**src/rtl/assert_macros.svh**
```systemverilog
// Assertion helpers shared by the renderer modules.
`ifndef ASSERT_MACROS_SVH
`define ASSERT_MACROS_SVH

// Same-cycle implication, disabled while reset is active.
`define TCGR_ASSERT_NOW(lbl, clk, rstn, ante, cons) \
    lbl: assert property (@(posedge clk) disable iff (!rstn) (ante) |-> (cons)) \
        else $error("tcgr assertion failed");

// Next-cycle implication, disabled while reset is active.
`define TCGR_ASSERT_NEXT(lbl, clk, rstn, ante, cons) \
    lbl: assert property (@(posedge clk) disable iff (!rstn) (ante) |=> (cons)) \
        else $error("tcgr assertion failed");

`endif

```
**src/rtl/tcgr_pkg.sv**
```systemverilog
`timescale 1ns / 1ps
package tcgr_pkg;

    // Field and register widths
    localparam int CUR_W     = 12;
    localparam int CFG_W     = 12;
    localparam int CODE_W    = 8;
    localparam int GLYPH_W   = 64;
    localparam int PIX_W     = 11;
    localparam int ADDR_W    = 22;
    localparam int COORD_W   = 14;
    localparam int IDX_W     = 6;
    localparam int CFG_IDX_W = 2;

    // Default sizing
    localparam int GLYPH_COUNT_DEF = 256;
    localparam int MAX_DIM_DEF     = 2048;
    localparam int QUEUE_DEPTH_DEF = 2;

    // Codes
    localparam logic [CODE_W-1:0] NEWLINE_CODE = 8'h0A;
    localparam logic              MODE_DRAW    = 1'b0;
    localparam logic              MODE_LOAD    = 1'b1;

    localparam logic [CFG_IDX_W-1:0] CFG_START_X      = 2'd0;
    localparam logic [CFG_IDX_W-1:0] CFG_START_Y      = 2'd1;
    localparam logic [CFG_IDX_W-1:0] CFG_IMAGE_WIDTH  = 2'd2;
    localparam logic [CFG_IDX_W-1:0] CFG_IMAGE_HEIGHT = 2'd3;

    localparam logic signed [CUR_W-1:0] CURSOR_MAX   = 12'sd2047;
    localparam logic [CFG_W-1:0]        WIDTH_RESET  = 12'd640;
    localparam logic [CFG_W-1:0]        HEIGHT_RESET = 12'd480;

    // One character handed from front to back
    typedef struct packed {
        logic [GLYPH_W-1:0]      glyph;
        logic signed [CUR_W-1:0] cx;
        logic signed [CUR_W-1:0] cy;
    } tcgr_item_t;

    // Add 8 to a cursor coordinate, saturating at the top
    function automatic logic signed [CUR_W-1:0] sat_add8(input logic signed [CUR_W-1:0] v);
        logic signed [CUR_W:0] sum;
        sum = (CUR_W+1)'(v) + (CUR_W+1)'(8);
        if (sum > (CUR_W+1)'(CURSOR_MAX)) begin
            return CURSOR_MAX;
        end
        return sum[CUR_W-1:0];
    endfunction

endpackage

```
**src/rtl/tcgr_queue.sv**
```systemverilog
`timescale 1ns / 1ps
`include "assert_macros.svh"
module tcgr_queue
    import tcgr_pkg::*;
#(
    parameter int DEPTH = QUEUE_DEPTH_DEF
) (
    input  logic       clk,
    input  logic       rst_n,
    input  logic       push,
    input  tcgr_item_t push_item,
    input  logic       pop,
    output tcgr_item_t head_item,
    output logic       empty,
    output logic       full
);

    localparam int PTR_W = (DEPTH > 1) ? $clog2(DEPTH) : 1;
    localparam int CNT_W = $clog2(DEPTH + 1);

    tcgr_item_t        slot_reg [DEPTH];
    logic [PTR_W-1:0]  wr_ptr_reg, wr_ptr_next;
    logic [PTR_W-1:0]  rd_ptr_reg, rd_ptr_next;
    logic [CNT_W-1:0]  count_reg, count_next;

    assign empty     = (count_reg == '0);
    assign full      = (count_reg == CNT_W'(DEPTH));
    assign head_item = slot_reg[rd_ptr_reg];

    // Advance pointers with wrap, track fill
    always_comb
    begin
        wr_ptr_next = wr_ptr_reg;
        rd_ptr_next = rd_ptr_reg;
        count_next  = count_reg;
        if (push)
        begin
            wr_ptr_next = (wr_ptr_reg == PTR_W'(DEPTH - 1)) ? '0 : wr_ptr_reg + 1'b1;
        end
        if (pop)
        begin
            rd_ptr_next = (rd_ptr_reg == PTR_W'(DEPTH - 1)) ? '0 : rd_ptr_reg + 1'b1;
        end
        case ({push, pop})
            2'b10:   count_next = count_reg + 1'b1;
            2'b01:   count_next = count_reg - 1'b1;
            default: count_next = count_reg;
        endcase
    end

    always_ff @(posedge clk or negedge rst_n)
    begin
        if (!rst_n)
        begin
            wr_ptr_reg <= '0;
            rd_ptr_reg <= '0;
            count_reg  <= '0;
        end
        else
        begin
            wr_ptr_reg <= wr_ptr_next;
            rd_ptr_reg <= rd_ptr_next;
            count_reg  <= count_next;
        end
    end

    always_ff @(posedge clk)
    begin
        if (push)
        begin
            slot_reg[wr_ptr_reg] <= push_item;
        end
    end

    `TCGR_ASSERT_NOW(a_no_overflow, clk, rst_n, push, !full)
    `TCGR_ASSERT_NOW(a_no_underflow, clk, rst_n, pop, !empty)

endmodule

```
**config.mk**
```make
export PLATFORM = sky130hd
export DESIGN_NAME = tcgr_queue
export DESIGN_NICKNAME = d
export VERILOG_FILES = /design/src/rtl/tcgr_pkg.sv /design/src/rtl/tcgr_queue.sv
export VERILOG_INCLUDE_DIRS = /design/src /design/src/rtl
export SDC_FILE = /design/constraint.sdc
export NUM_CORES = 1
export LEC_CHECK = 0
export ABC_CLOCK_PERIOD_IN_PS = 6500
export BUFFER_PORTS_ARGS = -buffer_cell sky130_fd_sc_hd__buf_2
export CORE_ASPECT_RATIO = 0.7
export CORE_MARGIN = 1
export CORE_UTILIZATION = 48
export DETAILED_ROUTE_END_ITERATION = 12
export PLACE_DENSITY = 0.81
export SETUP_SLACK_MARGIN = 0.4
export SYNTH_ARGS = -nofsm -noshare
export SYNTH_HDL_FRONTEND = slang
export SYNTH_SLANG_ARGS = --single-unit
export TNS_END_PERCENT = 1
```
**constraint.sdc**
```tcl
create_clock -name clk -period 6.5 [get_ports clk]
set_input_delay 0.65 -clock clk [delete_from_list [all_inputs] [get_ports clk]]
set_output_delay 0.65 -clock clk [all_outputs]
set_load 0.02 [all_outputs]
```
# == After elaboration in Yosys (flattened, before gate mapping) ==
# Memories as Yosys holds them, arrays and structs flattened.
# Cells that the tools add are included.
# totals
ff_bits,4
mem_bits_rw,176
out_inout_bits,90
elab_cells,18
n_memories,1
# mem_list
name,depth,word_bits,rd,rd_ports_with_merged_regs,write_ports,line_no,rtl
slot_reg,2,88,1,0,1,tcgr_queue.sv:21,tcgr_item_t slot_reg [DEPTH];
# op_classes
addsub,4
n_eq_ne,3
muxes,5
reduce_logical,2
# op_table
operator,n
"equality test 2 bit, second input constant",2
2-to-1 mux 1 bit,4
case mux 2 bit (2 select lines),1
"adder 1 bit, second input constant",2
"adder 2 x 1 -> 2 bit, second input constant",1
"equality test 2 x 1 -> 1 bit, second input constant",1
logical NOT 2 bit,1
nonzero test 2 bit,1
"subtractor 2 x 1 -> 2 bit, second input constant",1

# == Logic depth before layout (Yosys ltp) ==
# logic_depth
word_depth,2
mapped_depth,5
ltp_nobuf,5

# == Worst setup path before layout ==
# Ideal clock, no wire load.
# synth_timing
path_kind,input -> register
startpoint,in push
endpoint,mem slot_reg[0][0] (netlist name) (enable)
setup_ns,0.537
arrival_time_ns,4.397
path_slack_ns,1.566
cell_stages,2
path_cell_list,inv_1 > nor2_1
# synth_via
elab_chain_cells,2
# synth_lines
item,line_no,rtl
from (decl),tcgr_queue.sv:10,"input logic push,"
2-to-1 mux 1 bit,tcgr_queue.sv:69,if (push)
2-to-1 mux 1 bit (implied by the code),tcgr_queue.sv:71,slot_reg[wr_ptr_reg] <= push_item;
to (decl),tcgr_queue.sv:21,
# Every way passes these cells.

==> results.yml <==
detailed_routing:
  drc_errors: 0
  ant_nets: 0
  first_pass_iters: 4
  totalWireLength_mm: 11.6
  initialDrtViolationCount: 121
  wl_per_cell_um: 17.1
  via_per_inst: 4.88
  vias: 3308
setup_path:
  crit_chain: "mux2_2 -> buf_2"
  cpPeakStageDelay_ns: 1.19
  path_buf_inv: 1
  critPathMaxFanout: 89
  critical_path_arrival_ns: 2.34
  cp-start-kind: "register"
  setup.worst_path.end_class: "primary output"
  cp.required_ns: 5.85
  crit_type: "register to primary output"
  cp_slowest_cell: "dfrtp_4"
  cpLargestDelayFamily: "flip-flops"
timing:
  tightest_slew_ns: 1.27
  hold_viol: 0
  finalCritPeriodShare_pct: 45.9
  timing.fmax_mhz: 335
  fin_skew_ns: 0.00698
  slew_viol_final: 0
  fin_ws_ns: 3.51
  rsz0062_at_grt: "false"
  fin_tns_setup_ns: 0
  slew_headroom_pct: 15.4
  min_period_ns: 2.99
  fin_hold_ws_ns: 0.0354
  finalSetupViolations: 0
clock_tree:
  root_buffer: "clkbuf_16"
  clock_path_buffers: 2
  postCtsResizedCells: 0
  clk_latency_ns: 0.40
  cts_buffers: 17
  cts_setup_buffers: 0
  clkSinkCount: 180
  clk_pin_slew_ns: 0.06
  cts_htree_levels: 4
  ctsHoldBuffers: 0
  cts_tree: "yes"
floorplan:
  start_util_pct: 49.5
  die_width_um: 142
  die_h_um: 99.9
  rows: 35
  ioPinCount: 182
  dieArea_um2: 14200
  core_area_um2: 13300
synth:
  synthCells: 290
  yosys.area.top_type_share_pct: 80.5
  synthSimpleGateAreaFrac_pct: 0.362
  synth.top_cells.by_area: "edfxtp_1 (80%), mux2_2 (13%), mux2_4 (2.3%)"
  syn-num-nets: 383
  syn_area_um2: 6570
  synth_compound_gate_area_share_pct: 0
  synth.avg_cell_area_um2: 22.6
  ys_ff_latch: 180
  yosys.area_share.adder_pct: 0.191
  yosysTopAreaCell: "edfxtp_1"
  yosysUniqueCellTypes: 13
  muxShareOfSynthArea_pct: 15.7
  synth_warnings: 0
  ys_seq_area_share_pct: 82.0
  synth_top_family_by_area: "multiplexers"
  synthXorXnorAreaFrac_pct: 0.667
pwr:
  p_per_area_nw_per_um2: 455
  clkPwrFrac_pct: 25.6
  power_leakage_nw: 3.12
  power_frac_seq_pct: 45.7
  power_frac_comb_pct: 28.7
  power_mw: 3.74
  power.switching_mw: 1.20
  vdd_drop_max_uv: 264
  switching_share_pct: 32.0
  p_int_mw: 2.54
grt:
  grt_pass1_vias: 3429
  track_usage_pct: 16.8
  grt_max_degree: 90
  grt_pass1_wl_mm: 17.4
  antenna_found_initial: 1
  grt_overflow: 0
placement:
  pre_cts_slack_ns: 3.58
  dp_cells: 648
  placed_area_um2: 7660
  gp_congestion: 0.724
  place_hpwl_mm: 7.41
  numPortBuffers: 181
run_status:
  run_status: "complete, no violations"
finish:
  fin_nets: 575
  design_area_um2: 8210
  post-route-util_pct: 61.9
  antennaDiodeCount: 0
  drive_above_1_share_pct: 61.5
  area.growth.synth_to_final_pct: 25.1
  finalNonFillerCells: 678
  largest_reg_flops: 176
  fill_cells: 986
  final_cell_mix: "buf_2 (181), edfxtp_1 (176), mux2_2 (78), clkbuf_16 (17), mux2_4 (10)"
  final_common_cell: "buf_2"
run:
  cap_violations: 0
hold_path:
  hold_class: "primary input to async pin"
## synth_stat cells (all sizes together)
library cell / instances
nor2: 3
buf: 10
xor2: 3
dfrtp: 4
xnor2: 2
inv: 1
edfxtp: 176
and2: 1
nor2b: 1
mux2: 88
ha: 1
## worst paths after layout
path                               start         endpoint  slack (ns)  cells after the start
setup / recovery              rd_ptr_reg    head_item[13]        3.51                      2
hold / removal                     rst_n       rd_ptr_reg        0.04                      1
setup reg to reg              wr_ptr_reg  slot_reg[0][28]        4.02                      2
hold reg to reg             count_reg[1]     count_reg[1]        0.49                      1
max in group asynchronous          rst_n       rd_ptr_reg        6.33                      1
min in group clk           push_item[59]  slot_reg[0][59]        0.42                      1
## routing by layer
metal	track usage [%]	vias to the layer above	part of all wire [%]
li1	-	1532	-
met5	0	-	0.10
met2	27.7	129	49
met3	4.34	11	6.1
met1	21.7	1634	44
met4	6.20	2	0.84
## area by class of cell
| type | instances | area (um2) | share of cell area [%] |
|---|---|---|---|
| clock buffer | 18 | 429 | 5.22 |
| clock inverter | 12 | 121 | 1.48 |
| inverter | 1 | 3.75 | 0.0457 |
| multi-input combinational | 99 | 1120 | 13.6 |
| sequential | 180 | 5390 | 65.6 |
| tap | 185 | 231 | 2.82 |
| timing repair buffer | 183 | 921 | 11.2 |
## logic make-up after synthesis
kind of cell | count (synthesis)
multiplexers | 88
adder cells (fa/ha/maj) | 1
AND/OR/NAND/NOR | 5
flip-flops | 180
XOR/XNOR | 5
buffers and inverters | 11
## power by group through the flow
stage / clock [mW] / combinational (mW) / sequential, mW
after floorplan: 0 / 0.855 / 1.63
after global placement: 0 / 1.07 / 1.72
after detailed placement: 0 / 1.08 / 1.74
after CTS: 0.973 / 1.08 / 1.71
after global routing: 1.02 / 1.14 / 1.74
final: 0.957 / 1.07 / 1.71
Power figures use the tool's default switching activity.
