`src/rtl/assert_macros.svh`:
```
// Assertion helpers shared by the renderer modules.
`ifndef ASSERT_MACROS_SVH
`define ASSERT_MACROS_SVH

// Same-cycle implication, disabled while reset is active.
`define TCGR_ASSERT_NOW(lbl, clk, rstn, ante, cons) \
    lbl: assert property (@(posedge clk) disable iff (!rstn) (ante) |-> (cons)) \
        else $error("tcgr assertion failed");

// Next-cycle implication, disabled while reset is active.
`define TCGR_ASSERT_NEXT(lbl, clk, rstn, ante, cons) \
    lbl: assert property (@(posedge clk) disable iff (!rstn) (ante) |=> (cons)) \
        else $error("tcgr assertion failed");

`endif

```
`src/rtl/tcgr_pkg.sv`:
```
`timescale 1ns / 1ps
package tcgr_pkg;

    // Field and register widths
    localparam int CUR_W     = 12;
    localparam int CFG_W     = 12;
    localparam int CODE_W    = 8;
    localparam int GLYPH_W   = 64;
    localparam int PIX_W     = 11;
    localparam int ADDR_W    = 22;
    localparam int COORD_W   = 14;
    localparam int IDX_W     = 6;
    localparam int CFG_IDX_W = 2;

    // Default sizing
    localparam int GLYPH_COUNT_DEF = 256;
    localparam int MAX_DIM_DEF     = 2048;
    localparam int QUEUE_DEPTH_DEF = 2;

    // Codes
    localparam logic [CODE_W-1:0] NEWLINE_CODE = 8'h0A;
    localparam logic              MODE_DRAW    = 1'b0;
    localparam logic              MODE_LOAD    = 1'b1;

    localparam logic [CFG_IDX_W-1:0] CFG_START_X      = 2'd0;
    localparam logic [CFG_IDX_W-1:0] CFG_START_Y      = 2'd1;
    localparam logic [CFG_IDX_W-1:0] CFG_IMAGE_WIDTH  = 2'd2;
    localparam logic [CFG_IDX_W-1:0] CFG_IMAGE_HEIGHT = 2'd3;

    localparam logic signed [CUR_W-1:0] CURSOR_MAX   = 12'sd2047;
    localparam logic [CFG_W-1:0]        WIDTH_RESET  = 12'd640;
    localparam logic [CFG_W-1:0]        HEIGHT_RESET = 12'd480;

    // One character handed from front to back
    typedef struct packed {
        logic [GLYPH_W-1:0]      glyph;
        logic signed [CUR_W-1:0] cx;
        logic signed [CUR_W-1:0] cy;
    } tcgr_item_t;

    // Add 8 to a cursor coordinate, saturating at the top
    function automatic logic signed [CUR_W-1:0] sat_add8(input logic signed [CUR_W-1:0] v);
        logic signed [CUR_W:0] sum;
        sum = (CUR_W+1)'(v) + (CUR_W+1)'(8);
        if (sum > (CUR_W+1)'(CURSOR_MAX)) begin
            return CURSOR_MAX;
        end
        return sum[CUR_W-1:0];
    endfunction

endpackage

```
`src/rtl/tcgr_back.sv`:
```
`timescale 1ns / 1ps
`include "assert_macros.svh"
module tcgr_back
    import tcgr_pkg::*;
#(
    parameter int MAX_DIM = MAX_DIM_DEF,
    parameter int DIM_W   = $clog2(MAX_DIM + 1)
) (
    input  logic              clk,
    input  logic              rst_n,
    input  logic [DIM_W-1:0]  w_eff,
    input  logic [DIM_W-1:0]  h_eff,
    input  tcgr_item_t        head_item,
    input  logic              q_empty,
    output logic              q_pop,
    output logic              out_valid,
    input  logic              out_ready,
    output logic [PIX_W-1:0]  pixel_x,
    output logic [PIX_W-1:0]  pixel_y,
    output logic [ADDR_W-1:0] pixel_addr,
    output logic              last
);

    localparam int POS_W = COORD_W - 2;
    localparam int SUM_W = (POS_W + DIM_W > ADDR_W) ? POS_W + DIM_W : ADDR_W;

    logic                    busy_reg, busy_next;
    logic [GLYPH_W-1:0]      mask_reg, mask_next;
    logic [IDX_W-1:0]        idx_reg, idx_next;
    logic signed [CUR_W-1:0] cx_reg, cx_next;
    logic signed [CUR_W-1:0] cy_reg, cy_next;
    logic                    out_valid_reg, out_valid_next;
    logic [PIX_W-1:0]        pixel_x_reg, pixel_x_next;
    logic [PIX_W-1:0]        pixel_y_reg, pixel_y_next;
    logic [ADDR_W-1:0]       pixel_addr_reg, pixel_addr_next;
    logic                    last_reg, last_next;

    logic [7:0]              col_ok;
    logic [7:0]              row_ok;
    logic [GLYPH_W-1:0]      vis_mask;
    logic [GLYPH_W-1:0]      mask_shift;
    logic                    out_free;
    logic                    emit;
    logic                    step;
    logic signed [COORD_W-1:0] px_s;
    logic signed [COORD_W-1:0] py_s;
    logic [SUM_W-1:0]        addr_sum;

    // Per-column and per-row clip of the incoming character
    always_comb
    begin
        logic signed [COORD_W-1:0] cpos;
        logic signed [COORD_W-1:0] rpos;
        for (int k = 0; k < 8; k++)
        begin
            cpos = COORD_W'(head_item.cx) + COORD_W'(k);
            rpos = COORD_W'(head_item.cy) + COORD_W'(k);
            col_ok[k] = (cpos >= 0) && (cpos < $signed({{(COORD_W-DIM_W){1'b0}}, w_eff}));
            row_ok[k] = (rpos >= 0) && (rpos < $signed({{(COORD_W-DIM_W){1'b0}}, h_eff}));
        end
    end

    // Keep only set glyph bits that land inside the image
    always_comb
    begin
        for (int r = 0; r < 8; r++)
        begin
            for (int c = 0; c < 8; c++)
            begin
                vis_mask[GLYPH_W-1-(r*8+c)] =
                    head_item.glyph[GLYPH_W-1-(r*8+c)] && row_ok[r] && col_ok[c];
            end
        end
    end

    assign q_pop      = !busy_reg && !q_empty;
    assign out_free   = !out_valid_reg || out_ready;
    assign emit       = busy_reg && mask_reg[GLYPH_W-1] && out_free;
    assign step       = busy_reg && (!mask_reg[GLYPH_W-1] || out_free);
    assign mask_shift = {mask_reg[GLYPH_W-2:0], 1'b0};

    // Pixel coordinate and linear address of the current bit
    assign px_s = COORD_W'(cx_reg) + $signed({{(COORD_W-3){1'b0}}, idx_reg[2:0]});
    assign py_s = COORD_W'(cy_reg) + $signed({{(COORD_W-3){1'b0}}, idx_reg[5:3]});
    assign addr_sum = SUM_W'(py_s[POS_W-1:0]) * SUM_W'(w_eff) + SUM_W'(px_s[POS_W-1:0]);

    // Walk the mask one bit a cycle, stall on a set bit while the output is held
    always_comb
    begin
        busy_next       = busy_reg;
        mask_next       = mask_reg;
        idx_next        = idx_reg;
        cx_next         = cx_reg;
        cy_next         = cy_reg;
        out_valid_next  = out_valid_reg && !out_ready;
        pixel_x_next    = pixel_x_reg;
        pixel_y_next    = pixel_y_reg;
        pixel_addr_next = pixel_addr_reg;
        last_next       = last_reg;

        if (q_pop)
        begin
            busy_next = |vis_mask;
            mask_next = vis_mask;
            idx_next  = '0;
            cx_next   = head_item.cx;
            cy_next   = head_item.cy;
        end
        else if (step)
        begin
            busy_next = |mask_shift;
            mask_next = mask_shift;
            idx_next  = idx_reg + 1'b1;
        end

        if (emit)
        begin
            out_valid_next  = 1'b1;
            pixel_x_next    = px_s[PIX_W-1:0];
            pixel_y_next    = py_s[PIX_W-1:0];
            pixel_addr_next = addr_sum[ADDR_W-1:0];
            last_next       = (mask_reg[GLYPH_W-2:0] == '0);
        end
    end

    always_ff @(posedge clk or negedge rst_n)
    begin
        if (!rst_n)
        begin
            busy_reg      <= 1'b0;
            out_valid_reg <= 1'b0;
        end
        else
        begin
            busy_reg      <= busy_next;
            out_valid_reg <= out_valid_next;
        end
    end

    always_ff @(posedge clk)
    begin
        mask_reg       <= mask_next;
        idx_reg        <= idx_next;
        cx_reg         <= cx_next;
        cy_reg         <= cy_next;
        pixel_x_reg    <= pixel_x_next;
        pixel_y_reg    <= pixel_y_next;
        pixel_addr_reg <= pixel_addr_next;
        last_reg       <= last_next;
    end

    assign out_valid  = out_valid_reg;
    assign pixel_x    = pixel_x_reg;
    assign pixel_y    = pixel_y_reg;
    assign pixel_addr = pixel_addr_reg;
    assign last       = last_reg;

    `TCGR_ASSERT_NOW(a_busy_has_bits, clk, rst_n, busy_reg, mask_reg != '0)
    `TCGR_ASSERT_NEXT(a_last_ends_char, clk, rst_n, emit && last_next, !busy_reg)

endmodule

```
`config.mk`:
```
export PLATFORM = sky130hd
export DESIGN_NAME = tcgr_back
export DESIGN_NICKNAME = d
export VERILOG_FILES = /design/src/rtl/tcgr_pkg.sv /design/src/rtl/tcgr_back.sv
export VERILOG_INCLUDE_DIRS = /design/src /design/src/rtl
export SDC_FILE = /design/constraint.sdc
export NUM_CORES = 1
export LEC_CHECK = 0
export ABC_AREA = 1
export BUFFER_PORTS_ARGS = -buffer_cell sky130_fd_sc_hd__buf_2
export CAP_MARGIN = 30
export CORE_MARGIN = 4
export CORE_UTILIZATION = 54
export DETAILED_ROUTE_END_ITERATION = 10
export GPL_TIMING_DRIVEN = 0
export PLACE_DENSITY = 0.76
export SETUP_SLACK_MARGIN = 0.02
export SLEW_MARGIN = 15
export SYNTH_ARGS = -nofsm -noshare
export SYNTH_HDL_FRONTEND = slang
export SYNTH_SLANG_ARGS = --single-unit
```
`constraint.sdc`:
```
create_clock -name clk -period 6.3 [get_ports clk]
set_input_delay 0.945 -clock clk [delete_from_list [all_inputs] [get_ports clk]]
set_output_delay 0.945 -clock clk [all_outputs]
set_load 0.01 [all_outputs]
```
Yosys cells after proc, flatten, opt, wreduce, memory -nomap -nowiden
Index checks and enable logic that the tools add are counted.
{ "totals": {"wordCells": 226, "out_inout_bits": 47, "inputBits": 116, "register_bits": 141} }
{ "op_classes": {"add_sub_neg": 18, "mux": 5, "n_reduce_logical": 160, "n_lt_le_gt_ge": 32, "multipliers": 1} }
{ "op_table": {"columns": ["cell", "n"], "rows": [
  ["13-bit by 1-bit greater-or-equal comparator with 1-bit output (second input constant)", 14],
  ["13-bit less-than comparator", 14],
  ["1-bit logical AND", 149],
  ["64-bit 2-to-1 mux", 2],
  ["12-bit by 4-bit adder with 13-bit output (second input constant)", 8],
  ["64-bit OR reduction", 1],
  ["63-bit logical NOT", 1],
  ["63-bit OR reduction", 1],
  ["12-bit by 3-bit adder with 13-bit output (second input constant)", 4],
  ["12-bit by 2-bit adder with 13-bit output (second input constant)", 2],
  ["12-bit by 13-bit less-than comparator with 1-bit output", 2],
  ["12-bit by 4-bit adder with 12-bit output", 2],
  ["12-bit by 1-bit greater-or-equal comparator with 1-bit output (second input constant)", 2],
  ["22-bit by 12-bit adder with 22-bit output", 1],
  ["12-bit by 12-bit multiplier with 22-bit output", 1],
  ["6-bit by 1-bit adder with 6-bit output (second input constant)", 1],
  ["1-bit logical NOT", 5],
  ["1-bit 2-to-1 mux", 3],
  ["1-bit logical OR", 2],
  ["2-bit nonzero test", 1]
]} }

Longest topological paths before layout
{ "depth": {"ltp_word": 7, "mapped_depth": 33, "mapped_depth_nobuf": 33} }

Worst setup path after synthesis
No wires, ideal clock.
{ "synth_timing": {"path_kind": "flip-flop to flip-flop", "from": "reg cy_reg[0]", "to": "reg pixel_addr_reg[17] (netlist: pixel_addr[17]) (data pin)", "slack_ps": 12, "synth_period_minus_slack_ps": 6288, "path_buffers": 0, "setup_time_ps": 262, "required_ps": 6038, "arrival_time_ps": 6026, "path_stages_with_launch": 32, "path_cell_list": "edfxtp_1 > ha_1 > fa_1 > nand2_1 > inv_1 > nor2_1 > nor2_1 > nand2_1 > nor2_1 > nand2_1 > nor2_1 > xor2_1 > inv_1 > nor2_1 > fa_1 > inv_1 > fa_1 > inv_1 > fa_1 > fa_1 > inv_1 > fa_1 > inv_1 > ha_1 > a21o_1 > a21oi_1 > o21ai_1 > a21oi_1 > o21ai_1 > a21boi_0 > o21ai_1 > xor2_1"} }
{ "synth_via": {"elab_chain_cells": 3} }
{ "synth_lines": {"columns": ["element", "line", "source"], "rows": [
  ["start: declaration", "tcgr_back.sv:31", "logic signed [CUR_W-1:0] cy_reg, cy_next;"],
  ["start signal: assignment", "tcgr_back.sv:145", "cy_reg <= cy_next;"],
  ["12-bit by 4-bit adder with 12-bit output", "tcgr_back.sv:84", "assign py_s = COORD_W'(cy_reg) + $signed({{(COORD_W-3){1'b0}}, idx_reg[5:3]});"],
  ["net py_s[8]", "tcgr_back.sv:46", "logic signed [COORD_W-1:0] py_s;"],
  ["12-bit by 12-bit multiplier with 22-bit output", "tcgr_back.sv:85", "assign addr_sum = SUM_W'(py_s[POS_W-1:0]) * SUM_W'(w_eff) + SUM_W'(px_s[POS_W-1:0]);"],
  ["22-bit by 12-bit adder with 22-bit output", "tcgr_back.sv:85", null],
  ["net addr_sum[17]", "tcgr_back.sv:47", "logic [SUM_W-1:0] addr_sum;"],
  ["end signal: assignment", "tcgr_back.sv:148", "pixel_addr_reg <= pixel_addr_next;"],
  ["end: declaration", "tcgr_back.sv:35", "logic [ADDR_W-1:0] pixel_addr_reg, pixel_addr_next;"]
]} }
The timed path passes the listed nets, and every way through them passes these cells.
A chain may end at the register's enable or synchronous reset.

Worst setup path after layout
{ "layout_timing": {"from": "reg idx_reg[3]", "to": "reg pixel_addr_reg[20] (netlist: pixel_addr[20]) (data pin)"} }
{ "layout_via": {"elab_chain_cells": 3} }
{ "layout_lines": {"columns": ["element", "line", "source"], "rows": [
  ["start: declaration", "tcgr_back.sv:29", "logic [IDX_W-1:0] idx_reg, idx_next;"],
  ["start signal: assignment", "tcgr_back.sv:143", "idx_reg <= idx_next;"],
  ["12-bit by 4-bit adder with 12-bit output", "tcgr_back.sv:84", null],
  ["net py_s[8]", "tcgr_back.sv:46", null],
  ["12-bit by 12-bit multiplier with 22-bit output", "tcgr_back.sv:85", null],
  ["22-bit by 12-bit adder with 22-bit output", "tcgr_back.sv:85", null],
  ["net addr_sum[20]", "tcgr_back.sv:47", null]
]} }
The timed path passes the listed nets, and every way through them passes these cells.

==> flow_summary.json <==
{
  "ant_nets": 0,
  "finalWorstSetupSlack_ns": -0.113,
  "placed_area_um2": 19500,
  "firstDrtPassIters": 5,
  "regToRegSetupSlack_ns": -0.11,
  "crit_start": "idx_reg[3]$_SDFFE_PP0P_",
  "cp.required_ns": 6.49,
  "power.density_nw_per_um2": 626,
  "drc": 0,
  "power_frac_comb_pct": 75.9,
  "crit_fanout": 5,
  "final_cell_area_um2": 20800,
  "finalCritPeriodShare_pct": 102,
  "synth_edf_count": 133,
  "status": "finished with violations",
  "place.port_buffers": 159,
  "dp_cells": 2946,
  "worstMarginPinSlew_ns": 0.986,
  "p_clk_share_pct": 7.9,
  "grt_antenna_before_repair": 0,
  "synthArstFlopShare_pct": 1.42,
  "dieHeight_um": 191,
  "synth_mux_area_share_pct": 0,
  "synth_top_family_by_area": "adder cells",
  "vias_per_cell": 5.50,
  "fin_crit_ns": 6.41,
  "cap_violations": 0,
  "clock-sinks": 141,
  "drt_iter0_markers": 1200,
  "layout.cells.non_filler": 3010,
  "avgSynthCellArea_um2": 7.73,
  "gr-total-overflow": 0,
  "syn_inst": 2342,
  "grt_usage_pct": 29.6,
  "slowest_stage": "fa_1",
  "end_kind": "flip-flop",
  "rr_startpoint": "idx_reg[3]$_SDFFE_PP0P_",
  "core_um2": 32800,
  "hold_buffers": 0,
  "drive_gt1_share_pct": 15.0,
  "p_sw_mw": 6.18,
  "fillCellCount": 2785,
  "grt_pass1_wl_um": 85100,
  "fp.dieW_um": 191,
  "clockBufferDepth": 2,
  "critPathKind": "reg -> reg",
  "synth-xor-area-share_pct": 6.83,
  "nets": 3036,
  "fin_skew_ns": 0.0180,
  "largest_reg_flops": 64,
  "max-slew-margin-rel_pct": 33.8,
  "ys.flop_type": "edfxtp_1",
  "cts-root-buf": "clkbuf_16",
  "grt_setup_unrepaired": "yes",
  "syn_nets": 2823,
  "total_power_mw": 13.0,
  "violations": "setup timing",
  "pre_cts_slack_ns": -0.825,
  "dr_total_vias": 16600,
  "die_area_um2": 36500,
  "hold_viol_final": 0,
  "clk_latency_ns": 0.45,
  "p_leak_nw": 10.7,
  "diodes": 0,
  "power_frac_seq_pct": 16.1,
  "crit_top_cell": "inv_2",
  "yosysWarnings": 0,
  "grt_max_degree": 34,
  "final-setup-viol-count": 2,
  "hp-class": "in -> async",
  "ir_drop_mv": 1.55,
  "swShare_pct": 47.4,
  "max_freq_mhz": 156,
  "gp_congestion": 0.983,
  "routed_wl_um": 54200,
  "start_util_pct": 55.2,
  "area_growth_pct": 15.0,
  "cts_tree": "yes",
  "grt_pass1_vias": 16700,
  "htree_levels": 4,
  "fp-row-count": 66,
  "clkTransAtPathRegs_ns": 0.07,
  "cp.arrival_ns": 6.61,
  "synth-seq-cells": 141,
  "synth.distinct_cells": 45,
  "synthAdderAreaFrac_pct": 29.9,
  "syn_area_um2": 18100,
  "cts_made_buffers": 17,
  "dp_hpwl_um": 41900,
  "slew_violations": 0,
  "synth_compound_area_share_pct": 5.37,
  "ios": 163,
  "synthSimpleGateAreaFrac_pct": 25.1,
  "p_int_mw": 6.86,
  "worstSetupStartpointType": "flip-flop",
  "slowest_delay_ns": 0.57,
  "avgRoutedWirePerCell_um": 18.0,
  "seq_area_frac_synth_pct": 23.0
}
power groups by stage:
stage,sequential (mW),clock [mW],combinational [mW]
after detailed placement,2.10,0,6.96
final,2.10,1.04,9.90
after floorplan,2.14,0,5.19
after global routing,2.14,1.08,10.9
after global placement,2.12,0,6.61
after CTS,2.09,1.04,8.48
layout by cell type, fill, tap and decap left out, types with 8 or more instances in the layout:
master and count:
a21oi_1 86, a21oi_2 9, buf_2 166, buf_4 32, buf_6 8, clkbuf_1 23
clkbuf_16 17, clkinv_1 8, edfxtp_1 133, fa_1 109, ha_1 240, ha_4 10
inv_1 388, inv_2 22, nand2_1 535, nand2_2 19, nand2_4 8, nand3_1 110
nand3_2 8, nand4_1 40, nor2_1 248, nor2_2 17, nor2_4 15, nor3_1 25
nor4_1 16, o21ai_0 44, o21ai_2 10, o21bai_1 15, xnor2_1 11, xor2_1 127
synth_stat cells (5+ instances only):
library cell | n | share of area [%]
a21oi_1 | 96 | 2.7
clkinv_1 | 9 | 0.19
inv_1 | 406 | 8.4
o21bai_1 | 15 | 0.62
inv_2 | 6 | 0.12
nor2_2 | 10 | 0.35
nand3_1 | 113 | 3.1
nor2_4 | 9 | 0.56
buf_2 | 7 | 0.19
xor2_1 | 129 | 6.2
nand2_1 | 547 | 11
dfxtp_1 | 6 | 0.66
nor4_1 | 16 | 0.55
edfxtp_1 | 133 | 22
buf_4 | 5 | 0.21
ha_1 | 253 | 17
and3_1 | 5 | 0.17
fa_1 | 112 | 12
nand4_1 | 40 | 1.4
nand2_2 | 11 | 0.38
o21ai_0 | 47 | 1.3
nor2_1 | 261 | 5.4
o21ai_1 | 7 | 0.19
clkbuf_1 | 24 | 0.50
xnor2_1 | 12 | 0.58
nand3_2 | 5 | 0.28
nor3_1 | 25 | 0.69
worst paths after layout:
path                                            end  cells after the start
min in group clk            idx_reg[4]$_SDFFE_PP0P_                      2
min reg2reg                 idx_reg[4]$_SDFFE_PP0P_                      2
max reg2reg                pixel_addr[20]$_DFFE_PP_                     30
min                            busy_reg$_DFFE_PN0P_                      1
max                        pixel_addr[20]$_DFFE_PP_                     30
max in group asynchronous       out_valid$_DFF_PN0_                      1
through the flow:
| step | util, % | TNS (ns) | hold slack (ns) |
|---|---|---|---|
| global route | 63.5 | -1.23 | 0.283 |
| finish | 63.5 | -0.118 | 0.297 |
| CTS | 62.3 | 0 | 0.283 |
| global placement | 59.3 | -4.16 | 0.458 |
| detailed placement | 59.5 | -5.28 | 0.465 |
| floorplan | - | 0 | 0.429 |
kinds of logic after synthesis:
group / count (synthesis)
and+or+nand+nor: 1057
buffers and inverters: 460
adders and majority gates: 365
AOI/OAI and AO/OA: 178
xor gates and xnor gates: 141
DFF: 141
routing by layer:
metal / global-route usage [%] / wire length [um] / vias up / share of wire, %
met3: 4.97 / 4100 / 148 / 7.6
met5: 0 / 0 / - / 0
li1: - / - / 7864 / -
met4: 13.1 / 2280 / 0 / 4.2
met1: 38.0 / 22100 / 7817 / 41
met2: 49.4 / 25700 / 733 / 47
worst max-delay path, delay by kind of cell, from the launching register on:
family / cells / cell delay, ns
simple gates: 11 / 1.03
buf+inv: 6 / 0.56
flops: 1 / 0.36
compound gates: 3 / 0.74
xor+xnor: 2 / 0.34
fa+ha+maj: 8 / 3.12
what timing repair did:
| action | 4_1_cts | 5_1_grt |
|---|---|---|
| pin swaps | 14 | 44 |
| resized for setup | 48 | 65 |
| setup endpoints to repair | 12 | 11 |
| setup buffers | 14 | 19 |
final cells by class:
class	count	area (um^2)	share of cell area (%)
multi-input cells	1741	12600	60.5
well taps	442	553	2.66
repair buffers	195	1130	5.45
inverters	421	1590	7.65
clock inverters	14	159	0.764
plain buffers	38	194	0.932
clock buffers	18	429	2.06
flip-flops and latches	141	4170	20.0
No activity file was read; power rests on OpenSTA's default activity.
